**config.mk**
```make
export PLATFORM = sky130hd
export DESIGN_NAME = command_frame_deframer
export DESIGN_NICKNAME = d
export VERILOG_FILES = /design/src/design/cfd_pkg.sv /design/src/design/command_frame_deframer.sv /design/src/design/cfd_in_reg.sv /design/src/design/cfd_parser.sv /design/src/design/cfd_out_reg.sv
export VERILOG_INCLUDE_DIRS = /design/src /design/src/design
export SDC_FILE = /design/constraint.sdc
export NUM_CORES = 1
export LEC_CHECK = 0
export BUFFER_PORTS_ARGS = -buffer_cell sky130_fd_sc_hd__buf_2
export CORE_MARGIN = 2
export CORE_UTILIZATION = 60
export DETAILED_ROUTE_END_ITERATION = 7
export HOLD_SLACK_MARGIN = 0.06
export PLACE_DENSITY = 0.85
export SLEW_MARGIN = 15
export SYNTH_ARGS = -nofsm -noshare
export SYNTH_HDL_FRONTEND = slang
export SYNTH_SLANG_ARGS = --single-unit
```
**constraint.sdc**
```tcl
create_clock -name clock -period 5 [get_ports clock]
set_input_delay 1.25 -clock clock [delete_from_list [all_inputs] [get_ports clock]]
set_output_delay 1.25 -clock clock [all_outputs]
set_load 0.1 [all_outputs]
```
**src/design/command_frame_deframer_assert.svh**
```systemverilog
// ---------------------------------------------------------------------------
// Command frame deframer assertion macros
// Shared macros for the concurrent checks in the deframer modules.
// ---------------------------------------------------------------------------
`ifndef COMMAND_FRAME_DEFRAMER_ASSERT_SVH
`define COMMAND_FRAME_DEFRAMER_ASSERT_SVH

// The consequent must hold in the same cycle as the antecedent.
`define CFD_ASSERT_SAME(label, clk, rst, ante, cons, msg) \
   label: assert property (@(posedge clk) disable iff (rst) (ante) |-> (cons)) \
      else $error(msg);

// The consequent must hold in the cycle after the antecedent.
`define CFD_ASSERT_NEXT(label, clk, rst, ante, cons, msg) \
   label: assert property (@(posedge clk) disable iff (rst) (ante) |=> (cons)) \
      else $error(msg);

`endif

```
**src/design/cfd_pkg.sv**
```systemverilog
// ---------------------------------------------------------------------------
// Command frame deframer package
// Types and constants shared by the deframer modules.
// ---------------------------------------------------------------------------
`default_nettype none

package cfd_pkg;

   localparam int CFD_MAX_FRAME_BYTES = 4096;
   localparam logic [7:0] CFD_WIDE_CMD_RESET = 8'h44;
   localparam int CFD_POSITION_WIDTH = 13;
   localparam int CFD_POSITION_MAX = 8191;

   typedef enum logic [2:0] {
      ROLE_START  = 3'd0,
      ROLE_CMD    = 3'd1,
      ROLE_COUNT  = 3'd2,
      ROLE_LENHI  = 3'd3,
      ROLE_LENLO  = 3'd4,
      ROLE_DATA   = 3'd5,
      ROLE_END    = 3'd6
   } cfd_role_type;

   typedef struct packed {
      logic [7:0]                    data_byte;
      cfd_role_type                  byte_role;
      logic [7:0]                    param_number;
      logic                          wide_lengths;
      logic [CFD_POSITION_WIDTH-1:0] frame_position;
      logic                          frame_overflow;
      logic                          frame_end;
   } cfd_result_type;

endpackage

`default_nettype wire

```
**src/design/command_frame_deframer.sv**
```systemverilog
// ---------------------------------------------------------------------------
// Command frame deframer
// Tags each received command-frame byte with its role and frame position.
// ---------------------------------------------------------------------------
// Bytes enter on the req_ channel, one per item, and every byte yields one
// tagged item on the rsp_ channel carrying the byte, its role, the parameter
// it belongs to, the frame's length width, its offset and the overflow and end flags.
// An item is taken when valid is high and stall is low on its channel.
// The csr_ channel writes the wide-length command byte; it is always ready
// and should only be written while no item is in flight.
// An accepted byte waits in the input register, is parsed, and is then held in
// the result register. Throughput is one item per cycle while the receiver
// does not stall; the frame state update is a single step.
// When the receiver stalls, the result register holds its item; an empty
// input register takes one more byte, and req_stall is high while both are full.
// Reset returns the parser to expecting a start byte, clears the frame
// offset, empties both registers and restores the wide command to 0x44.
// ---------------------------------------------------------------------------
`default_nettype none

`include "command_frame_deframer_assert.svh"

module command_frame_deframer #(
   parameter int MAX_FRAME_BYTES = cfd_pkg::CFD_MAX_FRAME_BYTES
) (
   input  wire logic        clock,
   input  wire logic        reset,
   input  wire logic        req_valid,
   output logic             req_stall,
   input  wire logic [7:0]  req_rx_byte,
   output logic             rsp_valid,
   input  wire logic        rsp_stall,
   output logic [7:0]       rsp_data_byte,
   output logic [2:0]       rsp_byte_role,
   output logic [7:0]       rsp_param_number,
   output logic             rsp_wide_lengths,
   output logic [12:0]      rsp_frame_position,
   output logic             rsp_frame_overflow,
   output logic             rsp_frame_end,
   input  wire logic        csr_valid,
   output logic             csr_ready,
   input  wire logic [7:0]  csr_wide_length_command
);

   localparam int POSITION_LIMIT = (MAX_FRAME_BYTES > cfd_pkg::CFD_POSITION_MAX) ?
                                   cfd_pkg::CFD_POSITION_MAX : MAX_FRAME_BYTES;

   logic                    in_ready;
   logic                    held_valid;
   logic [7:0]              held_byte;
   logic                    advance;
   cfd_pkg::cfd_result_type parsed;
   cfd_pkg::cfd_result_type out_item;

   assign csr_ready = 1'b1;
   assign req_stall = !in_ready;

   cfd_in_reg u_in_reg (
      .clock      (clock),
      .reset      (reset),
      .in_valid   (req_valid),
      .in_byte    (req_rx_byte),
      .in_ready   (in_ready),
      .advance    (advance),
      .held_valid (held_valid),
      .held_byte  (held_byte)
   );

   cfd_parser #(
      .MAX_FRAME_BYTES (MAX_FRAME_BYTES)
   ) u_parser (
      .clock     (clock),
      .reset     (reset),
      .cfg_write (csr_valid && csr_ready),
      .cfg_data  (csr_wide_length_command),
      .advance   (advance),
      .rx_byte   (held_byte),
      .result    (parsed)
   );

   cfd_out_reg u_out_reg (
      .clock      (clock),
      .reset      (reset),
      .item_valid (held_valid),
      .item       (parsed),
      .advance    (advance),
      .out_valid  (rsp_valid),
      .out_stall  (rsp_stall),
      .out_item   (out_item)
   );

   assign rsp_data_byte      = out_item.data_byte;
   assign rsp_byte_role      = out_item.byte_role;
   assign rsp_param_number   = out_item.param_number;
   assign rsp_wide_lengths   = out_item.wide_lengths;
   assign rsp_frame_position = out_item.frame_position;
   assign rsp_frame_overflow = out_item.frame_overflow;
   assign rsp_frame_end      = out_item.frame_end;

   `CFD_ASSERT_SAME(a_end_role, clock, reset,
      rsp_valid && rsp_frame_end, rsp_byte_role == cfd_pkg::ROLE_END,
      "end flag on a byte that is not the end byte")
   `CFD_ASSERT_SAME(a_overflow_position, clock, reset,
      rsp_valid && rsp_frame_overflow, rsp_frame_position == 13'(POSITION_LIMIT),
      "overflow reported below the buffer size")

endmodule

`default_nettype wire

```
**src/design/cfd_in_reg.sv**
```systemverilog
// ---------------------------------------------------------------------------
// Command frame deframer input register
// Holds one received byte until the parse stage takes it.
// ---------------------------------------------------------------------------
`default_nettype none

module cfd_in_reg (
   input  wire logic       clock,
   input  wire logic       reset,
   input  wire logic       in_valid,
   input  wire logic [7:0] in_byte,
   output logic            in_ready,
   input  wire logic       advance,
   output logic            held_valid,
   output logic [7:0]      held_byte
);

   logic       valid_ff;
   logic       valid_in;
   logic [7:0] byte_ff;
   logic [7:0] byte_in;
   logic       load;

   always_comb begin
      in_ready = !valid_ff || advance;
      load     = in_valid && in_ready;
      valid_in = load || (valid_ff && !advance);
      byte_in  = load ? in_byte : byte_ff;
   end

   always_ff @(posedge clock) begin
      if (reset) begin
         valid_ff <= 1'b0;
      end else begin
         valid_ff <= valid_in;
      end
   end

   always_ff @(posedge clock) begin
      byte_ff <= byte_in;
   end

   assign held_valid = valid_ff;
   assign held_byte  = byte_ff;

endmodule

`default_nettype wire

```
**src/design/cfd_parser.sv**
```systemverilog
// ---------------------------------------------------------------------------
// Command frame deframer parser
// Tags each byte with its role in the frame and tracks the frame state.
// ---------------------------------------------------------------------------
`default_nettype none

`include "command_frame_deframer_assert.svh"

module cfd_parser #(
   parameter int MAX_FRAME_BYTES = cfd_pkg::CFD_MAX_FRAME_BYTES
) (
   input  wire logic           clock,
   input  wire logic           reset,
   input  wire logic           cfg_write,
   input  wire logic [7:0]     cfg_data,
   input  wire logic           advance,
   input  wire logic [7:0]     rx_byte,
   output cfd_pkg::cfd_result_type result
);

   localparam int OFFSET_WIDTH = $clog2(MAX_FRAME_BYTES + 1);
   localparam int EXT_WIDTH = cfd_pkg::CFD_POSITION_WIDTH + 1;

   logic [7:0]              wide_cmd_ff;
   cfd_pkg::cfd_role_type   phase_ff;
   cfd_pkg::cfd_role_type   phase_in;
   logic                    wide_ff;
   logic                    wide_in;
   logic [7:0]              remain_ff;
   logic [7:0]              remain_in;
   logic [7:0]              index_ff;
   logic [7:0]              index_in;
   logic [7:0]              lenhi_ff;
   logic [7:0]              lenhi_in;
   logic [15:0]             left_ff;
   logic [15:0]             left_in;
   logic [OFFSET_WIDTH-1:0] offset_ff;
   logic [OFFSET_WIDTH-1:0] offset_in;
   logic [EXT_WIDTH-1:0]    offset_ext;
   logic [15:0]             len;
   logic [15:0]             left_dec;
   logic [7:0]              remain_dec;
   cfd_pkg::cfd_role_type   after_param;
   logic                    finish;

   always_comb begin
      phase_in   = phase_ff;
      wide_in    = wide_ff;
      remain_in  = remain_ff;
      index_in   = index_ff;
      lenhi_in   = lenhi_ff;
      left_in    = left_ff;
      finish     = 1'b0;
      len        = wide_ff ? {lenhi_ff, rx_byte} : {8'd0, rx_byte};
      left_dec   = left_ff - 16'd1;
      remain_dec = remain_ff - 8'd1;
      after_param = wide_ff ? cfd_pkg::ROLE_LENHI : cfd_pkg::ROLE_LENLO;
      offset_ext = EXT_WIDTH'(offset_ff);

      result.data_byte      = rx_byte;
      result.byte_role      = phase_ff;
      result.param_number   = 8'd0;
      result.frame_end      = 1'b0;
      result.frame_overflow = (offset_ff >= OFFSET_WIDTH'(MAX_FRAME_BYTES));
      result.frame_position = (offset_ext > EXT_WIDTH'(cfd_pkg::CFD_POSITION_MAX)) ?
                              cfd_pkg::CFD_POSITION_WIDTH'(cfd_pkg::CFD_POSITION_MAX) :
                              offset_ext[cfd_pkg::CFD_POSITION_WIDTH-1:0];

      offset_in = result.frame_overflow ? offset_ff : offset_ff + OFFSET_WIDTH'(1);

      unique case (phase_ff)
         cfd_pkg::ROLE_START: begin
            wide_in   = 1'b0;
            remain_in = 8'd0;
            index_in  = 8'd0;
            lenhi_in  = 8'd0;
            left_in   = 16'd0;
            phase_in  = cfd_pkg::ROLE_CMD;
         end
         cfd_pkg::ROLE_CMD: begin
            wide_in  = (rx_byte == wide_cmd_ff);
            phase_in = cfd_pkg::ROLE_COUNT;
         end
         cfd_pkg::ROLE_COUNT: begin
            remain_in = rx_byte;
            index_in  = 8'd0;
            phase_in  = (rx_byte == 8'd0) ? cfd_pkg::ROLE_END : after_param;
         end
         cfd_pkg::ROLE_LENHI: begin
            result.param_number = index_ff;
            lenhi_in = rx_byte;
            phase_in = cfd_pkg::ROLE_LENLO;
         end
         cfd_pkg::ROLE_LENLO: begin
            result.param_number = index_ff;
            if (len == 16'd0) begin
               finish = 1'b1;
            end else begin
               left_in  = len;
               phase_in = cfd_pkg::ROLE_DATA;
            end
         end
         cfd_pkg::ROLE_DATA: begin
            result.param_number = index_ff;
            left_in = left_dec;
            finish  = (left_dec == 16'd0);
         end
         default: begin
            result.byte_role = cfd_pkg::ROLE_END;
            result.frame_end = 1'b1;
            phase_in  = cfd_pkg::ROLE_START;
            offset_in = '0;
         end
      endcase

      if (finish) begin
         remain_in = remain_dec;
         index_in  = index_ff + 8'd1;
         phase_in  = (remain_dec == 8'd0) ? cfd_pkg::ROLE_END : after_param;
      end

      result.wide_lengths = wide_in;
   end

   always_ff @(posedge clock) begin
      if (reset) begin
         wide_cmd_ff <= cfd_pkg::CFD_WIDE_CMD_RESET;
         phase_ff    <= cfd_pkg::ROLE_START;
         wide_ff     <= 1'b0;
         remain_ff   <= 8'd0;
         index_ff    <= 8'd0;
         lenhi_ff    <= 8'd0;
         left_ff     <= 16'd0;
         offset_ff   <= '0;
      end else begin
         if (cfg_write) begin
            wide_cmd_ff <= cfg_data;
         end
         if (advance) begin
            phase_ff  <= phase_in;
            wide_ff   <= wide_in;
            remain_ff <= remain_in;
            index_ff  <= index_in;
            lenhi_ff  <= lenhi_in;
            left_ff   <= left_in;
            offset_ff <= offset_in;
         end
      end
   end

   `CFD_ASSERT_SAME(a_data_left_nonzero, clock, reset,
      phase_ff == cfd_pkg::ROLE_DATA, left_ff != 16'd0, "data phase with no bytes left")
   `CFD_ASSERT_SAME(a_lenhi_only_wide, clock, reset,
      phase_ff == cfd_pkg::ROLE_LENHI, wide_ff, "high length byte in a narrow frame")

endmodule

`default_nettype wire

```
**src/design/cfd_out_reg.sv**
```systemverilog
// ---------------------------------------------------------------------------
// Command frame deframer result register
// Holds one tagged item until the receiver takes it.
// ---------------------------------------------------------------------------
`default_nettype none

module cfd_out_reg (
   input  wire logic                    clock,
   input  wire logic                    reset,
   input  wire logic                    item_valid,
   input  wire cfd_pkg::cfd_result_type item,
   output logic                         advance,
   output logic                         out_valid,
   input  wire logic                    out_stall,
   output cfd_pkg::cfd_result_type      out_item
);

   logic                    valid_ff;
   logic                    valid_in;
   cfd_pkg::cfd_result_type item_ff;
   cfd_pkg::cfd_result_type item_in;

   always_comb begin
      advance  = item_valid && (!valid_ff || !out_stall);
      valid_in = advance || (valid_ff && out_stall);
      item_in  = advance ? item : item_ff;
   end

   always_ff @(posedge clock) begin
      if (reset) begin
         valid_ff <= 1'b0;
      end else begin
         valid_ff <= valid_in;
      end
   end

   always_ff @(posedge clock) begin
      item_ff <= item_in;
   end

   assign out_valid = valid_ff;
   assign out_item  = item_ff;

endmodule

`default_nettype wire
```
==> metrics.md <==
| Metric | Value |
|---|---|
| Outcome | finished, final reports clean |
| Wire length of the first global-routing pass | 19100 µm |
| Relative contribution of combinational cells to total power | 0.181 |
| Crit Path Max Fanout | 3 |
| Max Used Layer | met4 |
| Post-CTS resize count | 0 |
| Area contributors post-synth | dfxtp_1 (25%), edfxtp_1 (24%), nor2_1 (5.3%), a22oi_1 (3.8%), a21oi_1 (2.8%) |
| Final Hold Fails | 0 |
| Mapped Cells | 546 |
| Setup-violating endpoint count in the final report | 0 |
| Number of buffers created by CTS | 9 |
| Number of pins with negative max-slew slack in the final report | 0 |
| Antenna violations before repair | 0 |
| Share of final-layout standard cells stronger than drive strength 1 | 0.154 |
| Aggregate global-route resource usage | 0.244 |
| Path type of the worst min-delay path | reg -> reg |
| Clock latency at the later pin of the worst-skew pair | 370 ps |
| Routed wl met3 | 679 µm |
| Routed metal-1 wire length | 5010 µm |
| Ports | 59 |
| Detailed router's first-iteration violation count | 455 |
| Switch Pwr | 586 µW |
| Switching fraction of total power | 0.321 |
| Setup repair after global routing missed its margin | no |
| Final period util | 0.645 |
| Largest vdd supply drop | 0.259 mV |
| Maximum level of the CTS H-tree | 3 |
| Area enclosed by the die boundary | 0.00956 mm² |
| Hold path start | u_parser.offset_ff[9] |
| Leakage power total | 0.00215 µW |
| WL per Instance | 17.0 µm |
| Number of nets in the synthesized netlist | 574 |
| Type of element launching the critical path | primary input |
| Nets | 609 |
| Number of violations of the max-capacitance limit | 0 |
| Pin count of the biggest net entering global routing | 60 |
| Number of fill cells in the layout | 669 |
| Cell internal pwr | 1240 µW |
| Number of buffers inserted for hold repair after clock tree synthesis | 0 |
| Number of post-CTS setup repair buffers | 0 |
| Final sum of negative setup slack | 0 ps |
| Worst-case clock buffer depth | 2 |
| Minimum period implied by the final worst setup slack | 3230 ps |
| Die Y-Extent | 97.8 µm |
| Area of the core | 0.00864 mm² |
| Register-to-Register Setup Slack | 1930 ps |
| Routability congestion estimate | 0.860 |
| Maximum achievable frequency | 0.310 GHz |
| Drt first pass iters | 5 |
| DRC violation count after routing | 0 |
| Distinct cell type count of the synthesized netlist | 69 |
| Clock transition at the register clock pins on the worst setup and hold paths after CTS | 110 ps |
| Worst Setup SP | rsp_stall |
| Final HPWL from detailed placement | 7950 µm |
| Cell count after placement | 678 |
| Number of antenna cells inserted | 0 |
| CTS tree | built |
| Port-buffer cells | 57 |
| Mean instance size in the synthesized netlist | 9.66 µm² |
| Starting density of the core | 0.611 |
| Critical Path Sink Type | output pin |
| Grt total ovfl | 0 |
| Kind of critical path | in -> out |
| Sinks on the clock net | 110 |
| Synth Cell Area | 0.00528 mm² |
| Proportion of synthesized flip-flops having asynchronous set or reset | 0 |
| EDFF count, synth | 43 |
| Data arrival at the endpoint of the critical path | 1980 ps |
| Area delta synth->final | 8.42% |
| Worst flop-to-flop path startpoint | u_parser.left_ff[0] |
| Power per cell area | 319 mW/mm² |
| Top cell type's share of synthesized area | 0.254 |
| Detail Route met2 WL | 5880 µm |
| Transition at the pin with the smallest max-transition slack | 1120 ps |
| Chip width | 97.8 µm |
| Vias in the first global route | 3917 |
| Number of flip-flops and latches in the synthesized netlist | 110 |
| Portion of total power attributed to sequential cells | 0.551 |
| Via count normalized by instance count | 6.15 |
| Root Buffer Master | clkbuf_8 |
| Non-filler cells in the finished layout | 694 |
| Count of synthesis-stage warnings from yosys | 0 |
| Post-route ant nets | 0 |
| Sequential element share of the synthesized area | 0.499 |
| Commonest register cell after synthesis | dfxtp_1 |
| Max-Slew Margin vs Limit | 0.251 |
| Final wirelength | 11800 µm |
| Required time at the endpoint of the critical path | 3750 ps |
| Synth area leader | dfxtp_1 |
| Standard-cell rows | 34 |
| Overall via count from detail_route | 4267 |
| Share of total power in the clock network | 0.268 |
| Skew final | 11.0 ps |
## layout make-up
cell class | instances | area [µm²] | share of cell area
Clock buffer | 9 | 124 | 0.0217
Tap cell | 108 | 135 | 0.0236
Timing Repair Buffer | 58 | 293 | 0.0512
Inverter | 12 | 45.0 | 0.00788
Clock inverter | 7 | 48.8 | 0.00853
Multi-Input combinational cell | 390 | 2440 | 0.427
Sequential cell | 110 | 2630 | 0.460
## per-layer routing
layer / vias to the layer above / global-route usage
met3: 21 / 0.0344
met1: 2032 / 0.322
li1: 2056 / -
met2: 158 / 0.423
met5: - / 0
met4: 0 / 0.0716
## registers in the layout, indices dropped and copies added (netlist names)
name / count
u_out_reg.out_item: 35
u_parser.lenhi_ff: 8
u_out_reg.out_valid: 1
u_parser.remain_ff: 8
u_in_reg.held_valid: 1
u_parser.left_ff: 16
u_in_reg.held_byte: 8
u_parser.index_ff: 8
u_parser.phase_ff: 3
u_parser.offset_ff: 13
u_parser.wide_cmd_ff: 8
u_parser.wide_ff: 1
## kinds of logic (layout without fill, tap and decap cells)
kind of cell | Yosys count | count (layout) | share of synthesized area
DFF | 110 | 110 | 0.499
other | 1 | 1 | 0.000711
buffers and inverters | 46 | 86 | 0.0382
xor gates and xnor gates | 23 | 23 | 0.0382
muxes | 6 | 6 | 0.0114
adders and majority gates | 7 | 7 | 0.0166
AOI/OAI and AO/OA | 135 | 135 | 0.182
and+or+nand+nor | 218 | 218 | 0.214
## synth_stat cells (all sizes together), types with 9 or more instances
cell	number
clkbuf	25
nand2	36
edfxtp	43
a211oi	11
xnor2	15
nor2	75
nor3	13
nand2b	9
inv	11
dfxtp	67
or3	10
o21ai	24
nor4	14
buf	9
and2	11
a21oi	30
a22oi	27
## worst max-delay path, stage by stage
cell	delay, ps
buf_2	100
and3_1	190
buf_2	440
## per-stage QoR
stage / hold WS (ps) / instance area (µm²) / power, µW / setup slack, ps / utilization
floorplan: 406 / 5280 / 1300 / 1700 / -
global placement: 454 / 5550 / 1340 / 1690 / 0.642
detailed placement: 465 / 5550 / 1350 / 1500 / 0.642
CTS: 479 / 5720 / 1820 / 1780 / 0.662
global route: 505 / 5720 / 1890 / 1690 / 0.662
finish: 473 / 5720 / 1820 / 1770 / 0.662
## worst paths after layout
kind	endpoint	depth (start not counted)
setup / recovery	req_stall	3
hold / removal	u_out_reg.out_item[11]	0
setup reg to reg	u_parser.remain_ff[0]	9
hold reg to reg	u_out_reg.out_item[11]	0
## power groups by stage
stage	clock network, µW	registers [µW]	logic, µW
after global routing	530	1010	353
after global placement	0	1020	319
after floorplan	0	1110	189
after detailed placement	0	1020	328
after CTS	490	1000	329
final	489	1000	331
## layout by cell type, fill, tap and decap left out, types with 11 or more instances in the layout
cell / Yosys / final
a211oi_1: 11 / 11
a21oi_1: 30 / 30
a22oi_1: 27 / 27
and2_1: 11 / 11
buf_2: 2 / 57
dfxtp_1: 67 / 67
edfxtp_1: 43 / 43
inv_1: 11 / 11
nand2_1: 35 / 35
nor2_1: 75 / 75
nor3_1: 12 / 12
nor4_1: 13 / 13
o21ai_0: 19 / 19
xnor2_1: 15 / 15
Note: power is estimated with default switching activity, not from simulation.
